## src/sv/apbc_pkg.sv

```systemverilog
// apbc_pkg: element codes, lane and merge result types, valence and bond tables
// for the atom pair bond cutoff block. No dependencies.
`timescale 1ns / 1ps
package apbc_pkg;

   localparam int NAME_CHARS = 4;
   localparam int EL_W       = 5;
   localparam int VAL_W      = 4;
   localparam int CUT_W      = 8;

   localparam logic [EL_W-1:0] EL_UNKNOWN = 5'd0;
   localparam logic [EL_W-1:0] EL_H  = 5'd1;
   localparam logic [EL_W-1:0] EL_B  = 5'd2;
   localparam logic [EL_W-1:0] EL_C  = 5'd3;
   localparam logic [EL_W-1:0] EL_N  = 5'd4;
   localparam logic [EL_W-1:0] EL_O  = 5'd5;
   localparam logic [EL_W-1:0] EL_F  = 5'd6;
   localparam logic [EL_W-1:0] EL_P  = 5'd7;
   localparam logic [EL_W-1:0] EL_S  = 5'd8;
   localparam logic [EL_W-1:0] EL_CL = 5'd9;
   localparam logic [EL_W-1:0] EL_BR = 5'd10;
   localparam logic [EL_W-1:0] EL_FE = 5'd11;
   localparam logic [EL_W-1:0] EL_CA = 5'd12;
   localparam logic [EL_W-1:0] EL_I  = 5'd13;
   localparam logic [EL_W-1:0] EL_MG = 5'd14;
   localparam logic [EL_W-1:0] EL_CU = 5'd15;
   localparam logic [EL_W-1:0] EL_LI = 5'd16;
   localparam logic [EL_W-1:0] EL_K  = 5'd17;
   localparam logic [EL_W-1:0] EL_RB = 5'd18;
   localparam logic [EL_W-1:0] EL_CS = 5'd19;
   localparam logic [EL_W-1:0] EL_ZN = 5'd20;
   localparam logic [EL_W-1:0] EL_NA = 5'd21;

   localparam logic [CUT_W-1:0] DEFAULT_CUT = 8'd160;
   localparam logic [CUT_W-1:0] PAD_CUT     = 8'd10;

   localparam logic [VAL_W-1:0] DEFAULT_VALENCE_RESET = 4'd8;

   typedef struct packed {
      logic [EL_W-1:0]  element;
      logic             ion;
      logic [VAL_W-1:0] valence;
   } lane_result_type;

   typedef struct packed {
      logic [CUT_W-1:0] cutoff;
      logic             known;
      logic             ion;
   } merge_result_type;

   // listed valence, 0 where none is listed
   function automatic logic [VAL_W-1:0] listed_valence(input logic [EL_W-1:0] el);
      logic [VAL_W-1:0] v;
      case (el)
         EL_H:    v = 4'd1;
         EL_B:    v = 4'd3;
         EL_C:    v = 4'd4;
         EL_N:    v = 4'd4;
         EL_O:    v = 4'd2;
         EL_F:    v = 4'd1;
         EL_P:    v = 4'd5;
         EL_S:    v = 4'd6;
         EL_CL:   v = 4'd1;
         EL_BR:   v = 4'd1;
         default: v = 4'd0;
      endcase
      return v;
   endfunction

   // {known, length in centi-angstrom} for an ordered pair lo <= hi
   function automatic logic [CUT_W:0] pair_length(input logic [EL_W-1:0] lo,
                                                  input logic [EL_W-1:0] hi);
      logic [CUT_W:0] r;
      case ({lo, hi})
         {EL_H,  EL_H }: r = {1'b1, 8'd74};
         {EL_N,  EL_N }: r = {1'b1, 8'd145};
         {EL_C,  EL_C }: r = {1'b1, 8'd154};
         {EL_O,  EL_O }: r = {1'b1, 8'd148};
         {EL_P,  EL_P }: r = {1'b1, 8'd221};
         {EL_S,  EL_S }: r = {1'b1, 8'd205};
         {EL_H,  EL_C }: r = {1'b1, 8'd109};
         {EL_H,  EL_N }: r = {1'b1, 8'd101};
         {EL_H,  EL_O }: r = {1'b1, 8'd96};
         {EL_H,  EL_P }: r = {1'b1, 8'd144};
         {EL_H,  EL_S }: r = {1'b1, 8'd134};
         {EL_C,  EL_N }: r = {1'b1, 8'd147};
         {EL_C,  EL_O }: r = {1'b1, 8'd143};
         {EL_C,  EL_P }: r = {1'b1, 8'd184};
         {EL_C,  EL_F }: r = {1'b1, 8'd135};
         {EL_C,  EL_CL}: r = {1'b1, 8'd177};
         {EL_C,  EL_BR}: r = {1'b1, 8'd194};
         {EL_C,  EL_S }: r = {1'b1, 8'd182};
         {EL_N,  EL_O }: r = {1'b1, 8'd140};
         {EL_N,  EL_S }: r = {1'b1, 8'd168};
         {EL_N,  EL_F }: r = {1'b1, 8'd136};
         {EL_N,  EL_CL}: r = {1'b1, 8'd175};
         {EL_N,  EL_P }: r = {1'b1, 8'd171};
         {EL_O,  EL_P }: r = {1'b1, 8'd163};
         {EL_P,  EL_S }: r = {1'b1, 8'd186};
         {EL_F,  EL_P }: r = {1'b1, 8'd154};
         {EL_P,  EL_CL}: r = {1'b1, 8'd203};
         {EL_O,  EL_S }: r = {1'b1, 8'd148};
         {EL_O,  EL_F }: r = {1'b1, 8'd142};
         {EL_F,  EL_S }: r = {1'b1, 8'd156};
         {EL_S,  EL_CL}: r = {1'b1, 8'd207};
         default:        r = {1'b0, DEFAULT_CUT};
      endcase
      return r;
   endfunction

endpackage

```

## src/sv/apbc_name_lane.sv

```systemverilog
// apbc_name_lane: decodes one atom name into element code, ion flag and valence.
// Depends on apbc_pkg.
`timescale 1ns / 1ps
module apbc_name_lane
   import apbc_pkg::*;
(
   input  logic [7:0]       name_chars [NAME_CHARS],
   input  logic [VAL_W-1:0] default_valence,
   output lane_result_type  result
);

   localparam int POS_W = $clog2(NAME_CHARS);

   logic             found;
   logic [POS_W-1:0] pos;
   logic [7:0]       c0;
   logic [7:0]       c1;
   logic             alive;
   logic             ion;
   logic [EL_W-1:0]  el;
   logic [VAL_W-1:0] listed;

   // first byte that is neither a space nor past the end of the name
   always_comb begin
      found = 1'b0;
      pos   = '0;
      alive = 1'b1;
      for (int i = 0; i < NAME_CHARS; i++) begin
         if (name_chars[i] == 8'h00) alive = 1'b0;
         if (alive && !found && name_chars[i] != " ") begin
            found = 1'b1;
            pos   = POS_W'(i);
         end
      end
   end

   always_comb begin
      c0 = name_chars[pos];
      c1 = 8'h00;
      if ({1'b0, pos} < (POS_W+1)'(NAME_CHARS - 1)) c1 = name_chars[pos + POS_W'(1)];
   end

   always_comb begin
      el = EL_UNKNOWN;
      if (found) begin
         case (c0)
            "H": el = EL_H;
            "C": begin
               if (c1 == "l" || c1 == "L") el = EL_CL;
               else if (c1 == "0")         el = EL_CA;
               else if (c1 == "s")         el = EL_CS;
               else if (c1 == "U")         el = EL_CU;
               else                        el = EL_C;
            end
            "N": el = (c1 == "a") ? EL_NA : EL_N;
            "O": el = EL_O;
            "F": el = (c1 == "e" || c1 == "E") ? EL_FE : EL_F;
            "B": el = (c1 == "r" || c1 == "R") ? EL_BR : EL_B;
            "I": begin
               if (c1 == "M")      el = EL_CL;
               else if (c1 == "P") el = EL_NA;
               else                el = EL_I;
            end
            "P": el = EL_P;
            "S": el = EL_S;
            "M": el = (c1 == "G") ? EL_MG : EL_UNKNOWN;
            "Z": el = (c1 == "n") ? EL_ZN : EL_UNKNOWN;
            "L": el = (c1 == "i") ? EL_LI : EL_UNKNOWN;
            "K": el = EL_K;
            "R": el = (c1 == "b") ? EL_RB : EL_UNKNOWN;
            default: el = EL_UNKNOWN;
         endcase
      end
   end

   // charge sign anywhere from byte 1 up to the end of the name
   always_comb begin
      logic live;
      live = (name_chars[0] != 8'h00);
      ion  = 1'b0;
      for (int i = 1; i < NAME_CHARS; i++) begin
         if (name_chars[i] == 8'h00) live = 1'b0;
         if (live && (name_chars[i] == "+" || name_chars[i] == "-")) ion = 1'b1;
      end
   end

   assign listed         = listed_valence(el);
   assign result.element = el;
   assign result.ion     = ion;
   assign result.valence = (listed != '0) ? listed : default_valence;

endmodule

```

## src/sv/apbc_pair_merge.sv

```systemverilog
// apbc_pair_merge: combines the two lane results into the padded bond cutoff.
// Depends on apbc_pkg.
`timescale 1ns / 1ps
module apbc_pair_merge
   import apbc_pkg::*;
(
   input  lane_result_type  lane_a,
   input  lane_result_type  lane_b,
   output merge_result_type merged
);

   logic [EL_W-1:0] lo;
   logic [EL_W-1:0] hi;
   logic [CUT_W:0]  entry;
   logic            ion;

   assign lo    = (lane_a.element < lane_b.element) ? lane_a.element : lane_b.element;
   assign hi    = (lane_a.element < lane_b.element) ? lane_b.element : lane_a.element;
   assign entry = pair_length(lo, hi);
   assign ion   = lane_a.ion | lane_b.ion;

   assign merged.known  = entry[CUT_W];
   assign merged.ion    = ion;
   assign merged.cutoff = ion ? '0 : entry[CUT_W-1:0] + PAD_CUT;

endmodule

```

## src/sv/atom_pair_bond_cutoff.sv

```systemverilog
// atom_pair_bond_cutoff: top level, two name lanes, lane register, pair merge,
// output register and APB-style register port. Depends on apbc_pkg, apbc_name_lane,
// apbc_pair_merge.
//
//   channel   direction  handshake            payload
//   req_      in         req_valid/req_stall  name_a_char0..3, name_b_char0..3
//   rsp_      out        rsp_valid/rsp_stall  element_a/b, cutoff_centi, pair_known,
//                                             ion_found, valence_a/b
//   csr_      in/out     psel/penable/pready  default_valence at address 0
//
// Accepted items pass through the lane register, then the output register.
// One item per cycle while rsp_stall is low; the lanes and merge are combinational.
// Synchronous reset empties both stages and sets default_valence to 8.
// A stalled result holds the output register; the lane stage fills behind it and
// req_stall rises only when both stages are full and rsp_stall is high.
`timescale 1ns / 1ps
module atom_pair_bond_cutoff
   import apbc_pkg::*;
(
   input  logic             clock,
   input  logic             reset,

   input  logic             req_valid,
   output logic             req_stall,
   input  logic [7:0]       req_name_a_char0,
   input  logic [7:0]       req_name_a_char1,
   input  logic [7:0]       req_name_a_char2,
   input  logic [7:0]       req_name_a_char3,
   input  logic [7:0]       req_name_b_char0,
   input  logic [7:0]       req_name_b_char1,
   input  logic [7:0]       req_name_b_char2,
   input  logic [7:0]       req_name_b_char3,

   output logic             rsp_valid,
   input  logic             rsp_stall,
   output logic [EL_W-1:0]  rsp_element_a,
   output logic [EL_W-1:0]  rsp_element_b,
   output logic [CUT_W-1:0] rsp_cutoff_centi,
   output logic             rsp_pair_known,
   output logic             rsp_ion_found,
   output logic [VAL_W-1:0] rsp_valence_a,
   output logic [VAL_W-1:0] rsp_valence_b,

   input  logic             csr_psel,
   input  logic             csr_penable,
   input  logic             csr_pwrite,
   input  logic [2:0]       csr_paddr,
   input  logic [31:0]      csr_pwdata,
   output logic [31:0]      csr_prdata,
   output logic             csr_pready
);

   localparam logic CSR_DEFAULT_VALENCE = 1'b0;

   logic [VAL_W-1:0] default_valence_ff;
   logic [VAL_W-1:0] default_valence_in;
   logic             csr_write;

   logic [7:0]       name_a [NAME_CHARS];
   logic [7:0]       name_b [NAME_CHARS];
   lane_result_type  lane_a;
   lane_result_type  lane_b;

   logic             s1_valid_ff;
   logic             s1_valid_in;
   lane_result_type  s1_a_ff;
   lane_result_type  s1_b_ff;
   merge_result_type merged;

   logic             out_valid_ff;
   logic             out_valid_in;
   logic             out_adv;
   logic             s1_adv;
   logic             req_take;

   logic [EL_W-1:0]  out_el_a_ff;
   logic [EL_W-1:0]  out_el_b_ff;
   logic [CUT_W-1:0] out_cut_ff;
   logic             out_known_ff;
   logic             out_ion_ff;
   logic [VAL_W-1:0] out_val_a_ff;
   logic [VAL_W-1:0] out_val_b_ff;

   // register port
   assign csr_pready = 1'b1;
   assign csr_write  = csr_psel & csr_penable & csr_pwrite & csr_pready
                     & (csr_paddr[2] == CSR_DEFAULT_VALENCE);
   assign default_valence_in = csr_write ? csr_pwdata[VAL_W-1:0] : default_valence_ff;
   assign csr_prdata = (csr_paddr[2] == CSR_DEFAULT_VALENCE)
                     ? {{(32-VAL_W){1'b0}}, default_valence_ff} : 32'd0;

   always_ff @(posedge clock) begin
      if (reset) begin
         default_valence_ff <= DEFAULT_VALENCE_RESET;
      end else begin
         default_valence_ff <= default_valence_in;
      end
   end

   // lanes
   assign name_a[0] = req_name_a_char0;
   assign name_a[1] = req_name_a_char1;
   assign name_a[2] = req_name_a_char2;
   assign name_a[3] = req_name_a_char3;
   assign name_b[0] = req_name_b_char0;
   assign name_b[1] = req_name_b_char1;
   assign name_b[2] = req_name_b_char2;
   assign name_b[3] = req_name_b_char3;

   apbc_name_lane u_lane_a (
      .name_chars      (name_a),
      .default_valence (default_valence_ff),
      .result          (lane_a)
   );

   apbc_name_lane u_lane_b (
      .name_chars      (name_b),
      .default_valence (default_valence_ff),
      .result          (lane_b)
   );

   // pipeline control
   assign out_adv   = !out_valid_ff || !rsp_stall;
   assign s1_adv    = !s1_valid_ff || out_adv;
   assign req_stall = !s1_adv;
   assign req_take  = req_valid && s1_adv;

   assign s1_valid_in  = s1_adv ? req_valid : s1_valid_ff;
   assign out_valid_in = out_adv ? s1_valid_ff : out_valid_ff;

   always_ff @(posedge clock) begin
      if (reset) begin
         s1_valid_ff  <= 1'b0;
         out_valid_ff <= 1'b0;
      end else begin
         s1_valid_ff  <= s1_valid_in;
         out_valid_ff <= out_valid_in;
      end
   end

   always_ff @(posedge clock) begin
      if (req_take) begin
         s1_a_ff <= lane_a;
         s1_b_ff <= lane_b;
      end
   end

   apbc_pair_merge u_merge (
      .lane_a (s1_a_ff),
      .lane_b (s1_b_ff),
      .merged (merged)
   );

   always_ff @(posedge clock) begin
      if (out_adv && s1_valid_ff) begin
         out_el_a_ff  <= s1_a_ff.element;
         out_el_b_ff  <= s1_b_ff.element;
         out_cut_ff   <= merged.cutoff;
         out_known_ff <= merged.known;
         out_ion_ff   <= merged.ion;
         out_val_a_ff <= s1_a_ff.valence;
         out_val_b_ff <= s1_b_ff.valence;
      end
   end

   assign rsp_valid        = out_valid_ff;
   assign rsp_element_a    = out_el_a_ff;
   assign rsp_element_b    = out_el_b_ff;
   assign rsp_cutoff_centi = out_cut_ff;
   assign rsp_pair_known   = out_known_ff;
   assign rsp_ion_found    = out_ion_ff;
   assign rsp_valence_a    = out_val_a_ff;
   assign rsp_valence_b    = out_val_b_ff;

   // checks
   a_ion_zero_cut: assert property (@(posedge clock) disable iff (reset)
      rsp_valid && rsp_ion_found |-> rsp_cutoff_centi == '0)
      else $error("ion item with non-zero cutoff");

   a_unknown_cut: assert property (@(posedge clock) disable iff (reset)
      rsp_valid && !rsp_ion_found && !rsp_pair_known
         |-> rsp_cutoff_centi == DEFAULT_CUT + PAD_CUT)
      else $error("unlisted pair without default cutoff");

   a_stall_cause: assert property (@(posedge clock) disable iff (reset)
      req_stall |-> s1_valid_ff && rsp_valid && rsp_stall)
      else $error("input stalled while pipeline can advance");

   a_take_fills: assert property (@(posedge clock) disable iff (reset)
      req_valid && !req_stall |=> s1_valid_ff)
      else $error("accepted item lost from lane stage");

endmodule
```

## config.mk

```make
export PLATFORM = sky130hd
export DESIGN_NAME = atom_pair_bond_cutoff
export DESIGN_NICKNAME = d
export VERILOG_FILES = /design/src/sv/apbc_pkg.sv /design/src/sv/apbc_name_lane.sv /design/src/sv/apbc_pair_merge.sv /design/src/sv/atom_pair_bond_cutoff.sv
export SDC_FILE = /design/constraint.sdc
export NUM_CORES = 1
export LEC_CHECK = 0
export BUFFER_PORTS_ARGS = -buffer_cell sky130_fd_sc_hd__buf_4
export CAP_MARGIN = 20
export CORE_ASPECT_RATIO = 1.5
export CORE_MARGIN = 1
export CORE_UTILIZATION = 50
export CTS_CLUSTER_SIZE = 16
export DETAILED_ROUTE_END_ITERATION = 6
export PLACE_DENSITY = 0.77
export SLEW_MARGIN = 20
export SYNTH_ARGS = -nofsm -noshare
export SYNTH_HDL_FRONTEND = slang
export SYNTH_HIERARCHICAL = 1
export SYNTH_SLANG_ARGS = --single-unit
export TNS_END_PERCENT = 5
```

## constraint.sdc

```tcl
create_clock -name clock -period 15.55 [get_ports clock]
set_input_delay 1.555 -clock clock [delete_from_list [all_inputs] [get_ports clock]]
set_output_delay 1.555 -clock clock [all_outputs]
set_load 0.01 [all_outputs]
```

==> results.yml <==
sta:
  fin_ws_ps: 8558
  maxSlewViolCount: 0
  hold_violations: 0
  worst_pin_slew_ps: 999.4
  max_freq_ghz: 0.1430
  maxSlewHeadroom: 0.3165
  finalCritPeriodShare: 0.4497
  finalClockSkew_ps: 10.79
  final.setup.tns_ps: 0
  setup_viol: 0
  min_period_ps: 6992
  rsz0062_at_grt: "false"
drt:
  ant_nets: 0
  wl_per_cell_um: 20.15
  wirelength_um: 23110
  initialDrtViolationCount: 469
  vias: 7592
  drc_errors: 0
  avgViaCountPerCell: 6.619
  drt_first_pass_iters: 5
floorplan:
  ios: 169
  dieWidth_um: 100.5
  start_util: 0.5147
  fp.dieH_um: 149.7
  row_count: 53
  core_um2: 14120
  die-area_um2: 15040
logic_synthesis:
  yosys.area.top_type: "edfxtp_1"
  yosysWarnings: 6
  ys_async_sr_fraction: 0
  synth_area_um2: 7271
  ys_seq_area_frac: 0.2148
  synth_cells: 874
  synth.most_common_cell: "nand2_1"
  synth.area.top_cells: "edfxtp_1 (20%), mux2i_1 (3.7%), nand2_1 (3.7%), buf_4 (3.6%), nor2_1 (3.5%)"
  ys.flop_type: "edfxtp_1"
  yosys_register_bits: 54
  synth_cell_type_count: 130
  avgSynthCellArea_um2: 8.319
  synth-edff-count: 48
  synth_top_area_frac: 0.1982
  synthTopCellsByCount: "nand2_1 (71), nor2_1 (67), edfxtp_1 (48)"
clocking:
  cts_setup_buffers: 0
  cts_tree: "done"
  worstSkewPairLatency_ps: 310
  clkSlewWorstSetupHoldPaths_ps: 80
  root_buffer: "clkbuf_16"
  numCtsBuffers: 5
  h-tree-depth: 2
  holdBufCountCts: 0
  cts_max_path_buffers: 2
  cts_resized: 0
  numClockSinks: 54
global_route:
  grt_first_pass_wirelength_um: 35940
  track_usage: 0.3072
  grt_pass1_vias: 6856
  gr-total-overflow: 0
  grt_max_degree: 39
  antenna_found_initial: 0
worst_setup_path:
  slowest_delay_ps: 780
  crit_path_top_delay_cell: "ha_1"
  cp-end-kind: "flip-flop"
  startpoint_type: "primary input"
  worstPathMaxFanout: 25
  crit_type: "primary input to flip-flop"
  cp_data_arrival_time_ps: 7070
  cpLargestDelayFamily: "compound AO/OA/AOI/OAI gates"
  critical_path_required_ps: 15620
  critical_path_buf_inv_count: 2
  path_cells: "buf_4 > or3_2 > o2111a_2 > o211ai_4 > inv_4 > ha_1 > mux2i_1 > a21oi_1 > a311oi_1 > and3_1 > o2111ai_1 > nor4_1 > nand2_1 > nand3_1 > o21ai_0 > and4_1 > ha_1 > a211o_1 > o41ai_2 > a211o_1 > a21o_1"
status:
  status: "complete, no violations"
placed_design:
  gp_congestion: 0.9519
  place_worst_setup_slack_ps: 8350
  io_buffers: 109
  place_hpwl_um: 18050
flow_run:
  maxCapViolCount: 0
finish:
  utilization: 0.5788
  syn_to_final_growth_pct: 12.44
  drive_above_1_share: 0.2429
  num_antenna_cells: 0
  final_nets: 1075
power:
  vdd_drop_max_uv: 41.34
  power_density_nw_per_um2: 51.61
  p_leak_uw: 0.003038
worst_hold_path:
  min-delay-path-class: "flip-flop to flip-flop"
==> per-stage QoR <==
step	area, um^2	cells	hold slack (ps)	power (uW)
6_report	8175	1147	423.4	421.9
5_1_grt	8175	1147	431.1	439.2
4_1_cts	8175	1147	426.8	421.6
3_5_place_dp	8021	1139	408.1	303.2
3_3_place_gp	8021	1139	402.6	302.9
2_1_floorplan	7372	901	400.3	259.9
==> where the power goes <==
part	switching (uW)	internal, uW	total, uW	leakage [uW]
clock network	57.2	61.6	119	0.0000759
registers	6.19	166	173	0.000511
logic	79.5	51.0	131	0.00245
total	143	279	422	0.00304
==> sequential cells by signal, indices dropped and copies added (netlist names) <==
| register | flops |
|---|---|
| rsp_valence_a | 4 |
| default_valence_ff | 4 |
| rsp_valence_b | 4 |
| s1_valid_ff | 1 |
| rsp_ion_found | 1 |
| s1_b_ff | 10 |
| rsp_cutoff_centi | 8 |
| s1_a_ff | 10 |
| rsp_element_b | 5 |
| rsp_pair_known | 1 |
| rsp_valid | 1 |
| rsp_element_a | 5 |
==> cell usage in the layout, fill, tap and decap left out, types with 17 or more instances in the layout <==
cell type	instances
o21ai_0	26
buf_4	117
nand3_1	34
conb_1	29
a21oi_1	35
mux2i_1	27
a31oi_1	17
nor3_1	28
nand2_1	71
nand2b_1	24
inv_1	29
edfxtp_1	48
nand4_1	23
nor2_1	66
==> per-layer routing <==
layer	vias up	global-route usage	wire [um]
li1	3533	-	-
met1	3525	0.3399	8359
met2	421	0.5620	11830
met3	113	0.02849	1447
met4	0	0.1826	1475
met5	-	0	0
==> kinds of logic (layout without fill, tap and decap cells) <==
logic type | count (synthesis) | after routing | share of synthesized area
other | 2 | 29 | 0.001033
AND/OR/NAND/NOR | 400 | 400 | 0.3292
XOR/XNOR | 11 | 11 | 0.01325
multiplexers | 34 | 34 | 0.04904
adder cells (fa/ha/maj) | 15 | 15 | 0.02581
buffers and inverters | 103 | 157 | 0.08277
AO/OA/AOI/OAI | 255 | 255 | 0.2841
flip-flops | 54 | 54 | 0.2148
==> path summary, 6_finish.rpt <==
| kind | startpoint | end | slack (ps) | depth (start not counted) |
|---|---|---|---|---|
| setup reg to reg | s1_b_ff[8] | rsp_cutoff_centi[5] | 11340 | 10 |
| setup / recovery | req_name_a_char3[4] | s1_a_ff[2] | 8560 | 21 |
| hold reg to reg | s1_b_ff[3] | rsp_valence_b[3] | 420 | 0 |
| hold / removal | s1_b_ff[3] | rsp_valence_b[3] | 420 | 0 |
==> layout make-up <==
class / count / area, um^2
fill: 1334 / 5949
multi-input combinational: 744 / 5215
sequential: 54 / 1562
timing repair buffer: 117 / 878.3
tap: 192 / 240.2
inverter: 32 / 126.4
clock buffer: 5 / 125.1
clock inverter: 3 / 28.78
Note: power is estimated with default switching activity, not from simulation.
